**src/rtl/core/ide_pkg.sv**
```systemverilog
// Shared types and constants for the indexed deque engine.
// Holds field widths, opcodes, payload structs and the controller/datapath
// command and status structs. No dependencies.
package ide_pkg;

  // Default sizing and fixed field widths.
  localparam int IDE_CAPACITY    = 64;
  localparam int IDE_VALUE_WIDTH = 32;
  localparam int IDE_OP_W        = 3;
  localparam int IDE_POS_W       = 7;
  localparam int IDE_VAL_W       = 32;

  // Operation codes; the one remaining code is treated as a no-op failure.
  typedef enum logic [IDE_OP_W-1:0] {
    OP_PUSH_FRONT = 3'd0,
    OP_PUSH_BACK  = 3'd1,
    OP_POP_FRONT  = 3'd2,
    OP_POP_BACK   = 3'd3,
    OP_INSERT     = 3'd4,
    OP_REMOVE     = 3'd5,
    OP_FIND       = 3'd6
  } opcode_t;

  // Operation class after decode.
  typedef enum logic [1:0] {
    K_NONE,
    K_PUT,
    K_TAKE,
    K_FIND
  } kind_t;

  // Read address source for the entry memory.
  typedef enum logic [1:0] {
    RD_SRC,
    RD_CUR,
    RD_FRONT,
    RD_BACK
  } rd_sel_t;

  // Controller states.
  typedef enum logic [2:0] {
    S_IDLE,
    S_START,
    S_SHIFT,
    S_PLACE,
    S_FIND,
    S_RD_FRONT,
    S_RD_BACK,
    S_DONE
  } state_t;

  // Input transaction payload.
  typedef struct packed {
    logic [IDE_OP_W-1:0]         opcode;
    logic [IDE_POS_W-1:0]        position_in;
    logic signed [IDE_VAL_W-1:0] value_in;
  } ide_in_t;

  // Result transaction payload.
  typedef struct packed {
    logic                        ok;
    logic [IDE_POS_W-1:0]        found_position;
    logic signed [IDE_VAL_W-1:0] front_value;
    logic signed [IDE_VAL_W-1:0] back_value;
    logic                        is_empty;
    logic [IDE_POS_W-1:0]        entry_count;
  } ide_out_t;

  // Commands from the controller to the datapath.
  typedef struct packed {
    logic    load;
    logic    shift_en;
    logic    place;
    logic    dec;
    logic    find_en;
    logic    cap_front;
    logic    out_load;
    rd_sel_t rd_sel;
  } ide_ctl_t;

  // Status from the datapath to the controller.
  typedef struct packed {
    kind_t kind;
    logic  fail;
    logic  more;
    logic  pend;
    logic  out_free;
  } ide_stat_t;

endpackage

```
**src/rtl/core/ide_if.sv**
```systemverilog
// Valid/ready channel interfaces for the indexed deque engine.
// Depends on ide_pkg for the payload structs.
interface ide_in_if import ide_pkg::*; ();
  logic    valid;
  logic    ready;
  ide_in_t data;

  modport source (output valid, output data, input ready);
  modport sink   (input valid, input data, output ready);
endinterface

interface ide_out_if import ide_pkg::*; ();
  logic     valid;
  logic     ready;
  ide_out_t data;

  modport source (output valid, output data, input ready);
  modport sink   (input valid, input data, output ready);
endinterface

```
**src/rtl/core/ide_ctrl.sv**
```systemverilog
// Sequencing state machine for the indexed deque engine.
// Depends on ide_pkg for the state, command and status types.
module ide_ctrl import ide_pkg::*; (
  input  logic      clk,
  input  logic      rst,
  input  logic      in_valid,
  output logic      in_ready,
  input  ide_stat_t stat,
  output ide_ctl_t  ctl
);

  state_t state;
  state_t state_next;

  // State register.
  always_ff @(posedge clk) begin
    if (rst) begin
      state <= S_IDLE;
    end else begin
      state <= state_next;
    end
  end

  // Next state and datapath commands.
  always_comb begin
    state_next = state;
    ctl        = '0;
    ctl.rd_sel = RD_BACK;
    in_ready   = 1'b0;
    unique case (state)
      S_IDLE: begin
        in_ready = 1'b1;
        if (in_valid) begin
          ctl.load   = 1'b1;
          state_next = S_START;
        end
      end
      S_START: begin
        if (stat.fail) begin
          state_next = S_RD_FRONT;
        end else begin
          unique case (stat.kind)
            K_PUT, K_TAKE: state_next = S_SHIFT;
            K_FIND:        state_next = S_FIND;
            default:       state_next = S_RD_FRONT;
          endcase
        end
      end
      S_SHIFT: begin
        ctl.shift_en = 1'b1;
        ctl.rd_sel   = RD_SRC;
        if (!(stat.more || stat.pend)) begin
          if (stat.kind == K_PUT) begin
            state_next = S_PLACE;
          end else begin
            ctl.dec    = 1'b1;
            state_next = S_RD_FRONT;
          end
        end
      end
      S_PLACE: begin
        ctl.place  = 1'b1;
        state_next = S_RD_FRONT;
      end
      S_FIND: begin
        ctl.find_en = 1'b1;
        ctl.rd_sel  = RD_CUR;
        if (!(stat.more || stat.pend)) begin
          state_next = S_RD_FRONT;
        end
      end
      S_RD_FRONT: begin
        ctl.rd_sel = RD_FRONT;
        state_next = S_RD_BACK;
      end
      S_RD_BACK: begin
        ctl.rd_sel    = RD_BACK;
        ctl.cap_front = 1'b1;
        state_next    = S_DONE;
      end
      S_DONE: begin
        ctl.rd_sel = RD_BACK;
        if (stat.out_free) begin
          ctl.out_load = 1'b1;
          state_next   = S_IDLE;
        end
      end
      default: state_next = S_IDLE;
    endcase
  end

endmodule

```
**src/rtl/core/ide_datapath.sv**
```systemverilog
// Entry memory, count, shift/search cursor and result register.
// Depends on ide_pkg; driven by ide_ctrl through command and status structs.
module ide_datapath import ide_pkg::*; #(
  parameter int CAPACITY    = IDE_CAPACITY,
  parameter int VALUE_WIDTH = IDE_VALUE_WIDTH
) (
  input  logic      clk,
  input  logic      rst,
  input  ide_in_t   in_data,
  input  ide_ctl_t  ctl,
  output ide_stat_t stat,
  input  logic      out_ready,
  output logic      out_valid,
  output ide_out_t  out_data
);

  localparam int AW = $clog2(CAPACITY);
  localparam int CW = $clog2(CAPACITY + 1);
  localparam int PW = (CW > IDE_POS_W) ? CW : IDE_POS_W;

  logic [VALUE_WIDTH-1:0] mem [CAPACITY];
  logic [VALUE_WIDTH-1:0] rdata;
  logic [VALUE_WIDTH-1:0] word;
  logic [VALUE_WIDTH-1:0] front_word;
  logic [CW-1:0]          count;
  logic [CW-1:0]          pos_eff;
  logic [CW-1:0]          cur;
  logic [CW-1:0]          idx;
  logic [CW-1:0]          found;
  kind_t                  kind;
  logic                   fail;
  logic                   pend;
  logic                   hit;

  logic                   full;
  logic                   empty;
  logic [PW-1:0]          pos_req;
  logic [PW-1:0]          cnt_ext;
  kind_t                  kind_d;
  logic                   fail_d;
  logic [CW-1:0]          pos_d;
  logic [CW-1:0]          cur_d;
  logic                   more;
  logic                   match;
  logic [AW-1:0]          raddr;
  logic [AW-1:0]          waddr;
  logic [VALUE_WIDTH-1:0] wdata;
  logic                   we;

  assign full    = (count == CW'(CAPACITY));
  assign empty   = (count == '0);
  assign pos_req = PW'(in_data.position_in);
  assign cnt_ext = PW'(count);
  assign match   = pend && !hit && (rdata == word);

  // Decode the incoming operation into a class, a failure flag and a position.
  always_comb begin
    unique case (in_data.opcode)
      OP_PUSH_FRONT: begin
        kind_d = K_PUT;
        fail_d = full;
        pos_d  = '0;
      end
      OP_PUSH_BACK: begin
        kind_d = K_PUT;
        fail_d = full;
        pos_d  = count;
      end
      OP_POP_FRONT: begin
        kind_d = K_TAKE;
        fail_d = empty;
        pos_d  = '0;
      end
      OP_POP_BACK: begin
        kind_d = K_TAKE;
        fail_d = empty;
        pos_d  = count - 1'b1;
      end
      OP_INSERT: begin
        kind_d = K_PUT;
        fail_d = full;
        pos_d  = (pos_req >= cnt_ext) ? count : CW'(in_data.position_in);
      end
      OP_REMOVE: begin
        kind_d = K_TAKE;
        fail_d = (pos_req >= cnt_ext);
        pos_d  = CW'(in_data.position_in);
      end
      OP_FIND: begin
        kind_d = K_FIND;
        fail_d = 1'b0;
        pos_d  = '0;
      end
      default: begin
        kind_d = K_NONE;
        fail_d = 1'b1;
        pos_d  = '0;
      end
    endcase
    // Inserts walk down from the end, removes walk up from the hole.
    unique case (kind_d)
      K_PUT:   cur_d = count;
      K_TAKE:  cur_d = pos_d;
      default: cur_d = '0;
    endcase
  end

  // Whether the cursor still has an entry to read.
  always_comb begin
    unique case (kind)
      K_PUT:   more = (cur > pos_eff);
      K_TAKE:  more = (({1'b0, cur} + 1'b1) < {1'b0, count});
      K_FIND:  more = (cur < count) && !hit;
      default: more = 1'b0;
    endcase
  end

  // Read address selection.
  always_comb begin
    unique case (ctl.rd_sel)
      RD_SRC:   raddr = (kind == K_PUT) ? AW'(cur - 1'b1) : AW'(cur + 1'b1);
      RD_CUR:   raddr = AW'(cur);
      RD_FRONT: raddr = '0;
      RD_BACK:  raddr = AW'(count - 1'b1);
      default:  raddr = '0;
    endcase
  end

  // Write port: moved entry during a shift, new word on placement.
  always_comb begin
    we    = ctl.shift_en && pend;
    waddr = AW'(idx);
    wdata = rdata;
    if (ctl.place) begin
      we    = 1'b1;
      waddr = AW'(pos_eff);
      wdata = word;
    end
  end

  // Entry memory with registered read.
  always_ff @(posedge clk) begin
    if (we) begin
      mem[waddr] <= wdata;
    end
    rdata <= mem[raddr];
  end

  // Control state: count, pipeline flags and result valid.
  always_ff @(posedge clk) begin
    if (rst) begin
      count     <= '0;
      pend      <= 1'b0;
      hit       <= 1'b0;
      out_valid <= 1'b0;
    end else begin
      if (ctl.load) begin
        pend <= 1'b0;
        hit  <= 1'b0;
      end
      if (ctl.shift_en || ctl.find_en) begin
        pend <= more;
      end
      if (ctl.find_en && match) begin
        hit <= 1'b1;
      end
      if (ctl.place) begin
        count <= count + 1'b1;
      end
      if (ctl.dec) begin
        count <= count - 1'b1;
      end
      if (ctl.out_load) begin
        out_valid <= 1'b1;
      end else if (out_ready) begin
        out_valid <= 1'b0;
      end
    end
  end

  // Operation registers, cursor and result payload.
  always_ff @(posedge clk) begin
    if (ctl.load) begin
      kind    <= kind_d;
      fail    <= fail_d;
      pos_eff <= pos_d;
      word    <= VALUE_WIDTH'(in_data.value_in);
      cur     <= cur_d;
      found   <= (kind_d == K_FIND) ? count : '0;
    end
    if (ctl.shift_en && more) begin
      idx <= cur;
      cur <= (kind == K_PUT) ? cur - 1'b1 : cur + 1'b1;
    end
    if (ctl.find_en) begin
      if (more) begin
        idx <= cur;
        cur <= cur + 1'b1;
      end
      if (match) begin
        found <= idx;
      end
    end
    if (ctl.cap_front) begin
      front_word <= rdata;
    end
    if (ctl.out_load) begin
      out_data.ok             <= !fail;
      out_data.found_position <= IDE_POS_W'(found);
      out_data.front_value    <= empty ? '0 : IDE_VAL_W'(front_word);
      out_data.back_value     <= empty ? '0 : IDE_VAL_W'(rdata);
      out_data.is_empty       <= empty;
      out_data.entry_count    <= IDE_POS_W'(count);
    end
  end

  assign stat.kind     = kind;
  assign stat.fail     = fail;
  assign stat.more     = more;
  assign stat.pend     = pend;
  assign stat.out_free = !out_valid || out_ready;

endmodule

```
**src/rtl/core/indexed_deque_engine.sv**
```systemverilog
// Top level of the indexed deque engine: a bounded list of signed words.
// Depends on ide_pkg, ide_if, ide_ctrl and ide_datapath.
//
//   Channel | Role  | Payload
//   --------+-------+---------------------------------------------------------
//   req     | sink  | opcode, position_in, value_in
//   rsp     | source| ok, found_position, front_value, back_value, is_empty,
//           |       | entry_count
//
// One transaction at a time: a push or insert first shifts entries from the end to
// open the slot, a pop or remove shifts them over the hole, a find reads entries
// until a match or the end, and a failed or unused operation moves none; req is
// ready again once the result is loaded. The memory's single read and write port
// move or compare one entry per cycle. Reset clears the count, the flags, the result
// valid and the state. A stalled rsp holds the result while the next req is worked on.
module indexed_deque_engine import ide_pkg::*; #(
  parameter int CAPACITY    = IDE_CAPACITY,
  parameter int VALUE_WIDTH = IDE_VALUE_WIDTH
) (
  input  logic       clk,
  input  logic       rst,
  ide_in_if.sink     req,
  ide_out_if.source  rsp
);

  ide_ctl_t  ctl;
  ide_stat_t stat;

  // Sequencer.
  ide_ctrl u_ctrl (
    .clk      (clk),
    .rst      (rst),
    .in_valid (req.valid),
    .in_ready (req.ready),
    .stat     (stat),
    .ctl      (ctl)
  );

  // Storage and result path.
  ide_datapath #(
    .CAPACITY    (CAPACITY),
    .VALUE_WIDTH (VALUE_WIDTH)
  ) u_datapath (
    .clk       (clk),
    .rst       (rst),
    .in_data   (req.data),
    .ctl       (ctl),
    .stat      (stat),
    .out_ready (rsp.ready),
    .out_valid (rsp.valid),
    .out_data  (rsp.data)
  );

endmodule
```
**src/flat_wrapper.sv**
```systemverilog
// flat-port wrapper written by rule: the top's interface ports become plain ports
module indexed_deque_engine_flat import ide_pkg::*;
#(
  parameter int CAPACITY    = IDE_CAPACITY,
  parameter int VALUE_WIDTH = IDE_VALUE_WIDTH
)
  (clk, rst, req_valid, req_data, req_ready, rsp_valid, rsp_data, rsp_ready);
  ide_in_if req_i ();
  ide_out_if rsp_i ();
  input  logic clk;
  input  logic rst;
  input wire logic [$bits(req_i.valid)-1:0] req_valid;
  input wire logic [$bits(req_i.data)-1:0] req_data;
  output wire logic [$bits(req_i.ready)-1:0] req_ready;
  output wire logic [$bits(rsp_i.valid)-1:0] rsp_valid;
  output wire logic [$bits(rsp_i.data)-1:0] rsp_data;
  input wire logic [$bits(rsp_i.ready)-1:0] rsp_ready;
  assign req_i.valid = req_valid;
  assign req_i.data = req_data;
  assign req_ready = req_i.ready;
  assign rsp_valid = rsp_i.valid;
  assign rsp_data = rsp_i.data;
  assign rsp_i.ready = rsp_ready;
  indexed_deque_engine #(.CAPACITY(CAPACITY), .VALUE_WIDTH(VALUE_WIDTH)) u_core (.clk(clk), .rst(rst), .req(req_i), .rsp(rsp_i));
endmodule
```
**config.mk**
```make
export PLATFORM = sky130hd
export DESIGN_NAME = indexed_deque_engine_flat
export DESIGN_NICKNAME = d
export VERILOG_FILES = /design/src/rtl/core/ide_pkg.sv /design/src/rtl/core/ide_if.sv /design/src/rtl/core/ide_ctrl.sv /design/src/rtl/core/ide_datapath.sv /design/src/rtl/core/indexed_deque_engine.sv /design/src/flat_wrapper.sv
export SDC_FILE = /design/constraint.sdc
export NUM_CORES = 2
export LEC_CHECK = 0
export ABC_CLOCK_PERIOD_IN_PS = 8000
export BUFFER_PORTS_ARGS = -buffer_cell sky130_fd_sc_hd__buf_2
export CAP_MARGIN = 25
export CORE_MARGIN = 5
export CORE_UTILIZATION = 60
export CTS_CLUSTER_SIZE = 12
export DETAILED_ROUTE_END_ITERATION = 10
export PLACE_DENSITY = 0.78
export SLEW_MARGIN = 25
export SYNTH_ARGS = -nofsm -noshare
export SYNTH_HDL_FRONTEND = slang
export SYNTH_HIERARCHICAL = 1
export SYNTH_SLANG_ARGS = --single-unit
```
**constraint.sdc**
```tcl
create_clock -name clk -period 8 [get_ports clk]
set_input_delay 0.8 -clock clk [delete_from_list [all_inputs] [get_ports clk]]
set_output_delay 0.8 -clock clk [all_outputs]
set_load 0.01 [all_outputs]
```
==> impl_metrics.json <==
{
  "rows": 142,
  "drtIter0Drc": 9471,
  "die_w_um": 397,
  "critPathSlowestCell": "o21ai_2",
  "cp_cell_sequence": "inv_2, nor3_2, nor2_1, buf_4, nor2b_1, o21ai_2, and2_4, buf_12, mux4_2, a22oi_1, nand4_1, and4_1",
  "synth.largest_area_cell": "edfxtp_1",
  "syn_area_per_cell_um2": 15.1,
  "end_kind": "flip-flop",
  "pin_count": 128,
  "grt_use_total_pct": 32.6,
  "worstReg2RegStart": "u_core/u_ctrl/state[1]",
  "clk_latency_ps": 860,
  "hold_violations": 0,
  "startpoint_type": "flip-flop",
  "coreArea_um2": 149000,
  "layout_min_cycle_time_ps": 6450,
  "synthesis.nets": 6042,
  "synth-edff-count": 2202,
  "min_from": "req_data[20]",
  "synth.cell_area_um2": 89700,
  "globalRouteOverflowTotal": 0,
  "clk_path_buf_depth": 3,
  "drt_first_pass_iters": 8,
  "wl_um": 258000,
  "tightest_slew_ps": 1120,
  "ff_latch_area_um2": 67400,
  "crit_buf_inv": 3,
  "synthTopCellsByArea": "edfxtp_1 (74%), nand2_1 (5.4%), nand3_1 (4.7%)",
  "cts_resized": 0,
  "syn_inst": 5960,
  "drv_cap": 0,
  "yosysSeqAreaShare_pct": 75.2,
  "antenna_found_initial": 16,
  "slew_violations": 0,
  "via_per_inst": 6.86,
  "critPathMaxStageDelay_ps": 900,
  "grt_max_degree": 128,
  "ys_seq_elements": 2268,
  "ys_top_cells_by_count": "edfxtp_1 (2,202), nand2_1 (1,279), nand3_1 (842)",
  "final_antenna_net_count": 0,
  "slew-limit-headroom_pct": 25.4,
  "multi_input_comb_area_um2": 20800,
  "dieArea_um2": 157000,
  "hold_buffers": 0,
  "dp_hpwl_um": 138000,
  "r2r_setup_slack_ps": 1550,
  "vias": 56066,
  "setup_tns_ps": 0,
  "nNetsFinal": 6162,
  "critPathKind": "flip-flop to flip-flop",
  "htree_num_levels": 4,
  "cts-root-buf": "clkbuf_16",
  "min_path_type": "input pin to flip-flop",
  "grt_pass1_vias": 53894,
  "yosysWarnings": 6,
  "area_growth_pct": 10.4,
  "setup_viol": 0,
  "start_util_pct": 60.1,
  "die-height_um": 397,
  "wl_per_cell_um": 31.6,
  "drc_errors": 0,
  "final_core_util_pct": 66.3,
  "fill_cells": 9350,
  "synth-async-reset-ratio_pct": 0,
  "required_ps": 8730,
  "critPathArrivalTime_ps": 7170,
  "drive_gt1_share_pct": 13.6,
  "grt_pass1_wl_um": 370000,
  "clk_pin_slew_worst_paths_ps": 60,
  "fin_crit_sh_pct": 80.6,
  "post_cts_buffers": 0,
  "io_buffers": 127,
  "cp-startpoint": "u_core/u_ctrl/state[1]",
  "crit_family": "simple AND/OR/NAND/NOR gates",
  "ys_types": 78,
  "synthDominantCellAreaShare_pct": 73.7,
  "yosysMostFrequentCell": "edfxtp_1",
  "cts_buffers": 212,
  "clock.fmax_mhz": 155,
  "status": "completed",
  "synth_top_flop_cell": "edfxtp_1",
  "cts_num_sinks": 2268,
  "cts_tree": "done",
  "rsz0062_at_grt": "no",
  "gp_congestion": 0.915,
  "fin_skew_ps": 44.8,
  "path_max_fanout": 68
}
-- metal layers --
metal,GRT usage (%),share of wire [%]
met1,41.9,32
met2,48.5,44
met3,11.9,17
met4,18.3,6.7
met5,0,0.067
-- logic make-up (layout without fill, tap and decap cells) --
| logic type | Yosys count | after routing | synth area share, % |
|---|---|---|---|
| simple gates | 2556 | 2556 | 12.9 |
| flops | 2268 | 2268 | 75.2 |
| buf+inv | 419 | 675 | 2.29 |
| compound gates | 390 | 390 | 3.29 |
| mux | 236 | 236 | 5.28 |
| xor+xnor | 55 | 55 | 0.537 |
| fa+ha+maj | 36 | 36 | 0.502 |
| other cells | 0 | 8 | 0 |
-- area by class of cell --
cell class                      count  area share [%]
Antenna cell                        8          0.0202
Timing Repair Buffer              282            2.01
Sequential cell                  2268            68.1
Inverter                           43           0.163
Tap cell                         1944            2.46
Clock buffer                      325            5.88
Multi-Input combinational cell   3273            21.0
Clock inverter                     25           0.329
-- flip-flops by register name, summed over array words and instances (netlist names) --
register / count
u_core/u_ctrl/state: 3
u_core/u_datapath/cnt_ext: 7
u_core/u_datapath/cur: 7
u_core/u_datapath/fail: 1
u_core/u_datapath/found: 7
u_core/u_datapath/front_word: 32
u_core/u_datapath/hit: 1
u_core/u_datapath/idx: 7
u_core/u_datapath/kind: 2
u_core/u_datapath/mem: 2048
u_core/u_datapath/out_data: 80
u_core/u_datapath/out_valid: 1
u_core/u_datapath/pend: 1
u_core/u_datapath/pos_eff: 7
u_core/u_datapath/rdata: 32
u_core/u_datapath/word: 32
-- final timing paths --
path                                          to  depth (start not counted)
setup / recovery     u_core/u_datapath/rdata[13]                         12
hold / removal        u_core/u_datapath/word[20]                          1
setup reg to reg     u_core/u_datapath/rdata[13]                         12
hold reg to reg   u_core/u_datapath/out_data[75]                          0
-- per-stage QoR --
stage | setup slack, ps | std cells | cell area [um^2] | hold WS (ps)
6_report | 1550 | 8168 | 99000 | 142
5_1_grt | 1410 | 8160 | 99000 | 120
4_1_cts | 1800 | 8160 | 99000 | 84.6
3_5_place_dp | 1820 | 7810 | 92800 | 423
3_3_place_gp | 1910 | 7809 | 92800 | 421
2_1_floorplan | 3080 | 5960 | 89700 | 403
-- placed cells by master, fill, tap and decap left out, drive strengths merged, types with 14 or more instances in the layout --
cell type / netlist / routed
xnor2: 44 / 44
dfxtp: 66 / 66
ha: 36 / 36
nand4: 101 / 101
mux2: 36 / 36
a221oi: 38 / 38
and3: 49 / 49
nand2: 1281 / 1281
and4: 32 / 32
nand2b: 17 / 17
a311oi: 33 / 33
clkbuf: 147 / 325
nand3: 842 / 842
mux4: 186 / 186
clkinv: 0 / 15
o21ai: 27 / 27
a32oi: 39 / 39
inv: 43 / 49
a31oi: 43 / 43
a21oi: 35 / 35
edfxtp: 2202 / 2202
mux2i: 14 / 14
nor2: 115 / 115
nor2b: 75 / 75
buf: 229 / 282
a211oi: 16 / 16
a22oi: 98 / 98
Power is left out: the tool's default activity adds up to more than one toggle a clock period on the data nets, which glitch-free logic cannot reach.
